===== config.mk =====
export PLATFORM = sky130hd
export DESIGN_NAME = tds_median_window_converter_unit
export DESIGN_NICKNAME = d
export VERILOG_FILES = /design/src/tdsmw_pkg.sv /design/src/tdsmw_divider.sv /design/src/tds_median_window_converter_unit.sv
export VERILOG_INCLUDE_DIRS = /design/src /design/src/src
export SDC_FILE = /design/constraint.sdc
export NUM_CORES = 2
export LEC_CHECK = 0
export ABC_AREA = 1
export BUFFER_PORTS_ARGS = -buffer_cell sky130_fd_sc_hd__buf_4
export CORE_ASPECT_RATIO = 0.9
export CORE_MARGIN = 5
export CORE_UTILIZATION = 66
export CTS_CLUSTER_DIAMETER = 60
export DETAILED_ROUTE_END_ITERATION = 8
export MAX_ROUTING_LAYER = met4
export PLACE_DENSITY = 0.86
export SYNTH_ARGS = -nofsm -noshare
export SYNTH_HDL_FRONTEND = slang
export SYNTH_SLANG_ARGS = --single-unit

===== constraint.sdc =====
create_clock -name clk -period 12.8 [get_ports clk]
set_input_delay 2.56 -clock clk [delete_from_list [all_inputs] [get_ports clk]]
set_output_delay 2.56 -clock clk [all_outputs]
set_load 0.02 [all_outputs]

===== src/assert_macros.svh =====
// Assertion macros used by the converter unit.
`ifndef ASSERT_MACROS_SVH
`define ASSERT_MACROS_SVH
// Implication checked at every clock edge outside reset.
`define ASSERT_IMPL(label, clk, rst, ante, cons, msg) \
  label: assert property (@(posedge clk) disable iff (rst) (ante) |-> (cons)) else $error(msg);
// Implication whose consequent is checked in the next cycle.
`define ASSERT_NEXT(label, clk, rst, ante, cons, msg) \
  label: assert property (@(posedge clk) disable iff (rst) (ante) |=> (cons)) else $error(msg);
`endif


===== src/tdsmw_pkg.sv =====
// Package with shared constants and types of the TDS median window converter.
package tdsmw_pkg;
  localparam int SampleW = 10;
  localparam int TempW = 6;
  localparam int PpmW = 16;
  localparam int DefWindowLength = 30;
  localparam logic [TempW-1:0] TempReset = 6'd25;
  localparam logic [PpmW-1:0] PpmMax = 16'hFFFF;
  // Divider request handed from sequencer to the divider.
  typedef struct packed {
    logic        start;
    logic [25:0] dividend;
    logic [6:0]  divisor;
  } div_req_t;
endpackage


===== src/tdsmw_divider.sv =====
// Restoring divider, one quotient bit per cycle.
module tdsmw_divider (
  input  logic                clk,
  input  logic                rst,
  input  tdsmw_pkg::div_req_t req,
  output logic                done,
  output logic [25:0]         quotient
);
  logic [25:0] q;
  logic [6:0]  rem;
  logic [6:0]  dvs;
  logic [4:0]  cnt;
  logic        busy;
  logic [7:0]  trial;

  assign trial = {rem, q[25]} - {1'b0, dvs};
  assign quotient = q;

  // Shift in one dividend bit and subtract when it fits.
  always_ff @(posedge clk) begin
    if (rst) begin
      busy <= 1'b0;
      done <= 1'b0;
      cnt <= '0;
    end else begin
      done <= 1'b0;
      if (req.start) begin
        busy <= 1'b1;
        cnt <= 5'd25;
        q <= req.dividend;
        rem <= '0;
        dvs <= req.divisor;
      end else if (busy) begin
        if (trial[7]) begin
          rem <= {rem[5:0], q[25]};
          q <= {q[24:0], 1'b0};
        end else begin
          rem <= trial[6:0];
          q <= {q[24:0], 1'b1};
        end
        if (cnt == 5'd0) begin
          busy <= 1'b0;
          done <= 1'b1;
        end
        cnt <= cnt - 5'd1;
      end
    end
  end
endmodule


===== src/tds_median_window_converter_unit.sv =====
// Top level of the TDS median window converter.
// One request is taken, then the block stays busy until its result is delivered.
// The sample is written into the window in the accept cycle. A rank search then
// compares each candidate slot with every window entry in turn. It stops once
// both middle ranks are found. The divider then computes the quotient, and the
// square, the cubic, the polynomial terms and the final scaling use one shared
// multiplier. The result waits in an output register, and the next request is
// taken at the edge after the result is delivered. Window entries not yet
// written read as zero through a flag per entry, so reset needs no clearing
// pass.
`include "assert_macros.svh"
module tds_median_window_converter_unit #(
  parameter int WINDOW_LENGTH = tdsmw_pkg::DefWindowLength
) (
  input  logic                          clk,
  input  logic                          rst,
  input  logic                          cfg_valid,
  output logic                          cfg_ready,
  input  logic [tdsmw_pkg::TempW-1:0]   water_temp_c,
  input  logic                          in_valid,
  output logic                          in_stall,
  input  logic [tdsmw_pkg::SampleW-1:0] adc_sample,
  output logic                          out_valid,
  input  logic                          out_stall,
  output logic [tdsmw_pkg::SampleW-1:0] median_code,
  output logic [tdsmw_pkg::PpmW-1:0]    tds_ppm
);
  localparam int IdxW = $clog2(WINDOW_LENGTH);
  localparam int CntW = $clog2(WINDOW_LENGTH + 1);
  localparam logic [CntW-1:0] LoRank = CntW'((WINDOW_LENGTH - 1) / 2);
  localparam logic [CntW-1:0] HiRank = CntW'(WINDOW_LENGTH / 2);
  localparam logic [IdxW-1:0] LastIdx = IdxW'(WINDOW_LENGTH - 1);
  // 2^26 / 25 rounded up; exact division by 25 for every value the scaling sees.
  localparam logic [25:0] RecipBy25 = 26'd2684355;

  typedef enum logic [8:0] {
    S_IDLE = 9'b000000001,
    S_RANK = 9'b000000010,
    S_DIV  = 9'b000000100,
    S_SQ   = 9'b000001000,
    S_CU   = 9'b000010000,
    S_P1   = 9'b000100000,
    S_P2   = 9'b001000000,
    S_P3   = 9'b010000000,
    S_FIN  = 9'b100000000
  } state_t;

  state_t state;
  logic [tdsmw_pkg::TempW-1:0] temp;
  logic [tdsmw_pkg::SampleW-1:0] win [WINDOW_LENGTH];
  logic [WINDOW_LENGTH-1:0] written;
  logic [IdxW-1:0] wslot, cand, scan;
  logic [CntW-1:0] less_cnt, le_cnt;
  logic [tdsmw_pkg::SampleW-1:0] cval, sval, lo_val, hi_val;
  logic lo_found, hi_found;
  logic [25:0] cv;
  logic [31:0] v2;
  logic [31:0] v3;
  logic signed [50:0] acc;
  logic [10:0] msum;
  logic [9:0]  med;
  tdsmw_pkg::div_req_t dreq;
  logic ddone;
  logic [25:0] dq;
  logic [25:0] mul_a, mul_b;
  logic [51:0] mul_p;
  logic signed [50:0] term;
  logic [25:0] ppm_wide;

  assign cfg_ready = (state == S_IDLE) && !out_valid;
  assign in_stall = (state != S_IDLE) || out_valid;

  // Configuration register.
  always_ff @(posedge clk) begin
    if (rst) temp <= tdsmw_pkg::TempReset;
    else if (cfg_valid && cfg_ready) temp <= water_temp_c;
  end

  // Window entries not yet written read as zero.
  assign cval = written[cand] ? win[cand] : '0;
  assign sval = written[scan] ? win[scan] : '0;

  // Shared multiplier, operands chosen by state.
  always_comb begin
    mul_a = cv;
    mul_b = cv;
    case (state)
      S_CU: mul_b = v2[25:0];
      S_P1: begin mul_a = 26'(v3); mul_b = 26'd13342; end
      S_P2: begin mul_a = 26'(v2); mul_b = 26'd25586; end
      S_P3: mul_b = 26'd85739;
      // The sum is 200 * 2^16 times the result: shift by 19, then divide by 25.
      S_FIN: begin mul_a = acc[44:19]; mul_b = RecipBy25; end
      default: ;
    endcase
  end
  assign mul_p = mul_a * mul_b;
  assign term = signed'(51'(mul_p));
  assign msum = {1'b0, lo_val} + {1'b0, hi_val};
  assign med = msum[10:1];
  assign ppm_wide = mul_p[51:26];
  assign dreq.start = (state == S_RANK) && lo_found && hi_found;
  assign dreq.dividend = 26'({10'd0, med} * 26'd16000);
  assign dreq.divisor = 7'(temp) + 7'd25;

  tdsmw_divider u_div (
    .clk(clk), .rst(rst), .req(dreq), .done(ddone), .quotient(dq)
  );

  // Sequencer: rank search, then divide, then square, cube, polynomial and final scaling.
  always_ff @(posedge clk) begin
    if (rst) begin
      state <= S_IDLE;
      written <= '0;
      wslot <= '0;
      out_valid <= 1'b0;
    end else begin
      if (out_valid && !out_stall) out_valid <= 1'b0;
      case (state)
        S_IDLE: begin
          if (in_valid && !in_stall) begin
            win[wslot] <= adc_sample;
            written[wslot] <= 1'b1;
            wslot <= (wslot == LastIdx) ? '0 : wslot + 1'b1;
            cand <= '0;
            scan <= '0;
            less_cnt <= '0;
            le_cnt <= '0;
            lo_found <= 1'b0;
            hi_found <= 1'b0;
            state <= S_RANK;
          end
        end
        S_RANK: begin
          if (lo_found && hi_found) begin
            state <= S_DIV;
          end else if (scan == LastIdx) begin
            // Candidate covers rank r when less <= r < le.
            if (less_cnt + CntW'(sval < cval) <= LoRank
                && le_cnt + CntW'(sval <= cval) > LoRank) begin
              lo_found <= 1'b1;
              lo_val <= cval;
            end
            if (less_cnt + CntW'(sval < cval) <= HiRank
                && le_cnt + CntW'(sval <= cval) > HiRank) begin
              hi_found <= 1'b1;
              hi_val <= cval;
            end
            scan <= '0;
            less_cnt <= '0;
            le_cnt <= '0;
            cand <= cand + 1'b1;
          end else begin
            scan <= scan + 1'b1;
            less_cnt <= less_cnt + CntW'(sval < cval);
            le_cnt <= le_cnt + CntW'(sval <= cval);
          end
          median_code <= med;
        end
        S_DIV: begin
          if (ddone) begin
            cv <= dq;
            state <= S_SQ;
          end
        end
        S_SQ: begin
          v2 <= 32'(mul_p >> 16);
          state <= S_CU;
        end
        S_CU: begin
          v3 <= 32'(mul_p >> 16);
          state <= S_P1;
        end
        S_P1: begin
          acc <= term;
          state <= S_P2;
        end
        S_P2: begin
          acc <= acc - term;
          state <= S_P3;
        end
        S_P3: begin
          acc <= acc + term;
          state <= S_FIN;
        end
        S_FIN: begin
          if (acc <= 0) tds_ppm <= '0;
          else if (ppm_wide > 26'(tdsmw_pkg::PpmMax)) tds_ppm <= tdsmw_pkg::PpmMax;
          else tds_ppm <= ppm_wide[15:0];
          out_valid <= 1'b1;
          state <= S_IDLE;
        end
        default: state <= S_IDLE;
      endcase
    end
  end

  `ASSERT_IMPL(a_no_accept_busy, clk, rst, state != S_IDLE, in_stall, "accept while busy")
  `ASSERT_NEXT(a_accept_starts, clk, rst, in_valid && !in_stall, state == S_RANK, "no rank start")
  `ASSERT_NEXT(a_fin_valid, clk, rst, state == S_FIN, out_valid, "result not shown")
endmodule

Word level (Yosys, flattened, before mapping) --
Memory sizes are Yosys's and may differ from the RTL's. A register that Yosys moved wholly into a read port is not among the register bits. Cells that the tools add are included.
Storage, ports and cells: register bits after elaboration 295, RAM bits 300, bits of input ports 21, output and inout port bits 29, memories kept 1
Cells by class: $add $sub $neg 11, $mul 2, magnitude comparators 12, eq/ne operators 19, mux-type cells 58, bitwise gates (word level) 4, reduce and logical (&&, ||, !) cells 37
Memory list:
- win | words 30, bits a word 10, read ports 2, clocked after memory_dff 2, wr ports 1, RTL line tds_median_window_converter_unit.sv:50 | logic [tdsmw_pkg::SampleW-1:0] win [WINDOW_LENGTH];
Operators by type and width (count):
- 51-bit case mux with 3 select lines | 1
- 26-bit case mux with 5 select lines | 1
- 26-bit case mux with 3 select lines | 1
- 9-bit case mux with 8 select lines | 1
- 5-bit 2-to-1 mux | 14
- 26-bit by 26-bit multiplier with 52-bit output | 1
- 51-bit adder | 1
- 51-bit by 1-bit less-or-equal comparator with 1-bit output, second input constant | 1
- 51-bit subtractor | 1
- 5-bit case mux with 2 select lines | 4
- 30-bit OR | 1
- 9-bit 2-to-1 mux | 3
- 26-bit by 16-bit greater-than comparator with 1-bit output, second input constant | 1
- 26-bit 2-to-1 mux | 1
- 24-bit 2-to-1 mux | 1
- 1-bit 2-to-1 mux | 21
- 10-bit 2-to-1 mux | 2
- 5-bit by 6-bit less-than comparator with 1-bit output, second input constant | 3
- 10-bit by 7-bit multiplier with 17-bit output, second input constant | 1
- 16-bit 2-to-1 mux | 1
- 2-bit AND reduction | 8
- 5-bit by 1-bit adder with 5-bit output, second input constant | 3
- 5-bit AND reduction | 3
- 7-bit 2-to-1 mux | 2
- other kinds (38) | 66

Longest topological paths before layout --
word-level depth 11, depth in mapped cells 64

By module --
Synthesis repeated with hierarchy kept, for this count alone.
Second synthesis, totals: cells, all modules 6857, area total of the unflattened synthesis 57281.2 µm²
Modules (own cells, without submodules):
- tds_median_window_converter_unit | instances 1, cells each 6594, area each 54941.4 µm²
- tdsmw_divider | instances 1, cells each 263, area each 2339.7 µm²

Worst setup path after synthesis --
Ideal clock, no wire load.
path type register to register, start register state[4], end register acc[40], data pin, setup time 152 ps, data arrival time 9281 ps, data required time 12648 ps, setup slack 3367 ps, cell stages (with the launch flop) 51, path buffers 2, period minus slack after synthesis 9433 ps, path through dfxtp_1 -> nor2_2 -> nand2_2 -> nor3_4 -> nor2_2 -> nand2_4 -> inv_2 -> buf_4 -> a21oi_2 -> inv_2 -> clkbuf_1 -> nor2_1 -> fa_1 -> fa_1 -> inv_1 -> fa_1 -> fa_1 -> fa_1 -> [15 not listed] -> nand2_1 -> nor2_4 -> nand2_1 -> o21ai_1 -> xor2_1 -> inv_1 -> ha_1 -> nand2_1 -> nor2_1 -> inv_1 -> nor2_1 -> nand3_1 -> o21ai_0 -> nand2_1 -> nand2_1 -> a21oi_1 -> or2_2 -> a31oi_1
Between the ends: word-level cells in the longest chain between the ends 5
RTL lines:
- from (decl) | RTL line tds_median_window_converter_unit.sv:48 | state_t state;
- from (signal assigned) | RTL line tds_median_window_converter_unit.sv:113 | state <= S_IDLE;
- from (signal assigned) | RTL line tds_median_window_converter_unit.sv:131 | state <= S_RANK;
- from (signal assigned) | RTL line tds_median_window_converter_unit.sv:136 | state <= S_DIV;
- 9-bit equality test (tied with other cells) | RTL line tds_median_window_converter_unit.sv:87 | case (state)
- 26-bit case mux with 5 select lines or 26-bit case mux with 3 select lines (tied branches) | RTL line tds_median_window_converter_unit.sv:87
- 26-bit by 26-bit multiplier with 52-bit output | RTL line tds_median_window_converter_unit.sv:97 | assign mul_p = mul_a * mul_b;
- 51-bit adder or 51-bit subtractor (tied branches) | RTL line tds_median_window_converter_unit.sv:183, tds_median_window_converter_unit.sv:179
- 51-bit case mux with 3 select lines (*) | RTL line tds_median_window_converter_unit.sv:119 | case (state)
- to (signal assigned) | RTL line tds_median_window_converter_unit.sv:175 | acc <= term;
- to (signal assigned) | RTL line tds_median_window_converter_unit.sv:179 | acc <= acc - term;
- to (signal assigned) | RTL line tds_median_window_converter_unit.sv:183 | acc <= acc + term;
- to (decl) | RTL line tds_median_window_converter_unit.sv:59 | logic signed [50:0] acc;
Every way passes the cells marked *; elsewhere a longest branch is shown, timed or not. A chain may end at the register's enable or synchronous reset.

Final worst setup path --
start register state[2], end register acc[46], data pin
Between the ends: word-level cells in the longest chain between the ends 5
RTL lines:
- 9-bit equality test (tied with other cells) | RTL line tds_median_window_converter_unit.sv:87
- 26-bit case mux with 5 select lines or 26-bit case mux with 3 select lines (tied branches) | RTL line tds_median_window_converter_unit.sv:87
- 26-bit by 26-bit multiplier with 52-bit output (*) | RTL line tds_median_window_converter_unit.sv:97
- via mul_p[22] | RTL line tds_median_window_converter_unit.sv:66 | logic [51:0] mul_p;
- 51-bit adder or 51-bit subtractor (tied branches) | RTL line tds_median_window_converter_unit.sv:183, tds_median_window_converter_unit.sv:179
- 51-bit case mux with 3 select lines (*) | RTL line tds_median_window_converter_unit.sv:119
Mark *: on every way through the listed nets, which the timed path passes. The rest lies on a longest branch.

==> run_results.csv <==
group,metric,value,unit
sta,tns,0,ps
yosys,postSynthCellCount,6778,
grt,met3_usage,0.174,
cells_and_area,nets,7695,
yosys,ys_ff_latch,605,
yosys,synth_xor_area_frac,0.0188,
setup_path,worstPathMaxFanout,19,
grt,grt_max_degree,104,
floorplanning,boundaryPins,50,
sta,relSlewSlack,0.111,
yosys,yosysWarnings,0,
clock_network,clockBufferDepth,3,
grt,use_met2,0.570,
grt,antenna_found_initial,5,
clock_network,clock_sinks,605,
sta,rsz0062_at_grt,"no",
grt,grt_usage,0.412,
cells_and_area,finish.instance_area,60900,um^2
sta,worst_pin_slew,1330,ps
yosys,yosys_most_used_dff,"edfxtp_1",
yosys,synth_edf_count,537,
floorplanning,die_area,92600,um^2
power,p_per_area,120,nW/um^2
yosys,synthMuxAreaShare,0.000985,
yosys,netlist_area,57200,um^2
cells_and_area,final_cell_mix,"1,243 x inv_1, 1,114 x nand2_1, 779 x nor2_1, 607 x fa_1, 537 x edfxtp_1",
yosys,synth_nets,7734,
yosys,yosysSeqAreaShare,0.306,
cells_and_area,final_common_cell,"inv_1",
grt,top_usage_layer,"met2",
power,power_frac_clock,0.248,
route,antenna_left,0,
route,post-route-drc-count,1,
yosys,yosys.area_share.adder,0.284,
sta,setup_viol,0,
power,p_comb_frac,0.422,
floorplanning,fp.dieW,320,um
power,vdd_drop_max,0.185,mV
route,via_count,50300,
yosys,avgSynthCellArea,8.43,um^2
route,wl_per_cell,23.6,um
clock_network,cts_made_buffers,59,
place,gp_congestion,1.09,
setup_path,critPathArrivalTime,12640,ps
setup_path,cp.required,13170,ps
clock_network,ctsHtreeMaxLevel,2,
yosys,synth_cell_types,62,
clock_network,clk_pin_slew_worst_paths,70,ps
sta,max_freq,81.5,MHz
power,intPower,4.17,mW
status,violations,"design-rule violations",
place,placed_area,58800,um^2
yosys,synth_top_family_by_area,"adder cells",
sta,slew_violations,0,
yosys,yosys.area_share.simple,0.169,
grt,grt_pass1_vias,49200,
floorplanning,die_h,289,um
grt,use_met1,0.541,
grt,gr-total-overflow,0,
sta,finalCritPeriodShare,0.959,
route,dr.pass1.iters,9,
worst_hold_path,hold_class,"flop to flop",
power,seq_power_share,0.330,
job,maxCapViolCount,0,
power,p_sw_frac,0.429,
grt,grt_pass1_wl,284,mm
sta,fin_skew,56.3,ps
cells_and_area,drive_gt1_frac,0.0645,
setup_path,cpMaxStageDelayCell,"inv_1",
cells_and_area,area_delta_synth_final,6.60,%
setup_path,critPathKind,"flop to flop",
route,vias_per_cell,6.33,
route,drtIter0Drc,7997,
yosys,synth_compound_area_frac,0.118,
route,routed_wl,187,mm
sta,hold_viol,0,
power,p_sw,3.14,mW
setup_path,cp_slowest_stage_delay,650,ps
setup_path,crit_path_end_kind,"flop",
clock_network,clk_latency,670,ps
sta,final.min_clock_period,12270,ps
power,p_leak,28.2,nW
setup_path,cp-start-kind,"flop",
status,status,"finished with violations",
place,port_buffers,49,
floorplanning,placementRows,102,
floorplanning,initial_core_util,0.665,
sta,hold_slack,455,ps
power,p_total,7.31,mW
clock_network,cts_root_buf,"clkbuf_16",
place,detailed_place_hpwl,140,mm
floorplanning,core_area,86000,um^2
clock_network,cts_tree,"built",
yosys,synthArstFlopShare,0,
cells_and_area,finalCoreUtilization,0.708,
==> power by group through the flow <==
stage                     logic (mW)  clock network [mW]  registers (mW)
after floorplan                 2.06                   0            2.33
after global placement          2.82                   0            2.44
after detailed placement        2.90                   0            2.44
after CTS                       2.94                1.81            2.40
after global routing            3.31                1.90            2.42
final                           3.08                1.81            2.41
==> critical path, delay by kind of cell (launching register included) <==
kind            cells  cell delay, ps
fa+ha+maj           9            4240
xor+xnor            1             270
buf+inv            14            1990
flops               1             330
compound gates      7            1470
simple gates       22            3660
==> stage by stage <==
step | cells | setup slack, ps
2_1_floorplan | 6778 | 3370
3_3_place_gp | 7816 | 592
3_5_place_dp | 7816 | 490
4_1_cts | 7926 | 370
5_1_grt | 7938 | 131
6_report | 7943 | 528
==> Yosys cell counts (43+ instances only) <==
| master | instances | area, um^2 |
|---|---|---|
| inv_1 | 1248 | 4680 |
| nand2_1 | 1114 | 4180 |
| nor2_1 | 783 | 2940 |
| fa_1 | 607 | 12200 |
| edfxtp_1 | 537 | 16100 |
| o21ai_0 | 523 | 2620 |
| a21oi_1 | 452 | 2260 |
| ha_1 | 328 | 4100 |
| nand3_1 | 251 | 1260 |
| clkbuf_1 | 197 | 739 |
| xor2_1 | 79 | 692 |
| dfxtp_1 | 68 | 1360 |
| buf_2 | 59 | 295 |
| o211ai_1 | 43 | 323 |
==> metal layers <==
layer,routed length (um),part of all wire
met1,68300,0.36
met3,32900,0.18
met2,76300,0.41
met5,0,0
met4,9660,0.052
==> sequential cells by signal (all words and copies together), names as in the netlist, 9 cells and up, named ones only <==
signal and flops:
win 300, acc 51, written 30, cv 26, u_div.quotient 26, v2 26
v3 26, tds_ppm 16, hi_val 10, lo_val 10, median_code 10, state 9
==> timing repair <==
action | 4_1_cts | 5_1_grt
setup endpoints to repair | 0 | 25
hold buffers | 0 | 0
setup buffers | 0 | 6
resized for setup | 0 | 11
==> worst paths after layout <==
kind                                         start      end  slack, ps  depth (start not counted)
worst min-delay path            u_div.quotient[16]   cv[16]        460                          0
worst max-delay path                      state[2]  acc[46]        530                         53
worst max register to register            state[2]  acc[46]        530                         53
worst min register to register  u_div.quotient[16]   cv[16]        460                          0
==> area by class of cell <==
cell class,count,area (um^2)
timing repair buffer,168,1260
clock inverter,41,433
multi-input combinational,4621,33900
sequential,605,17500
inverter,1284,4840
tap,1144,1430
clock buffer,69,1570
antenna,11,27.5
fill,6522,25100
==> kinds of logic (layout without fill, tap and decap cells) <==
logic type               after synthesis  after routing
AND/OR/NAND/NOR                     2338           2338
buffers and inverters               1552           1562
AO/OA/AOI/OAI                       1222           1222
adder cells (fa/ha/maj)              935            935
flip-flops                           605            605
XOR/XNOR                             121            121
multiplexers                           5              5
other                                  0             11
Power figures use the tool's default switching activity.
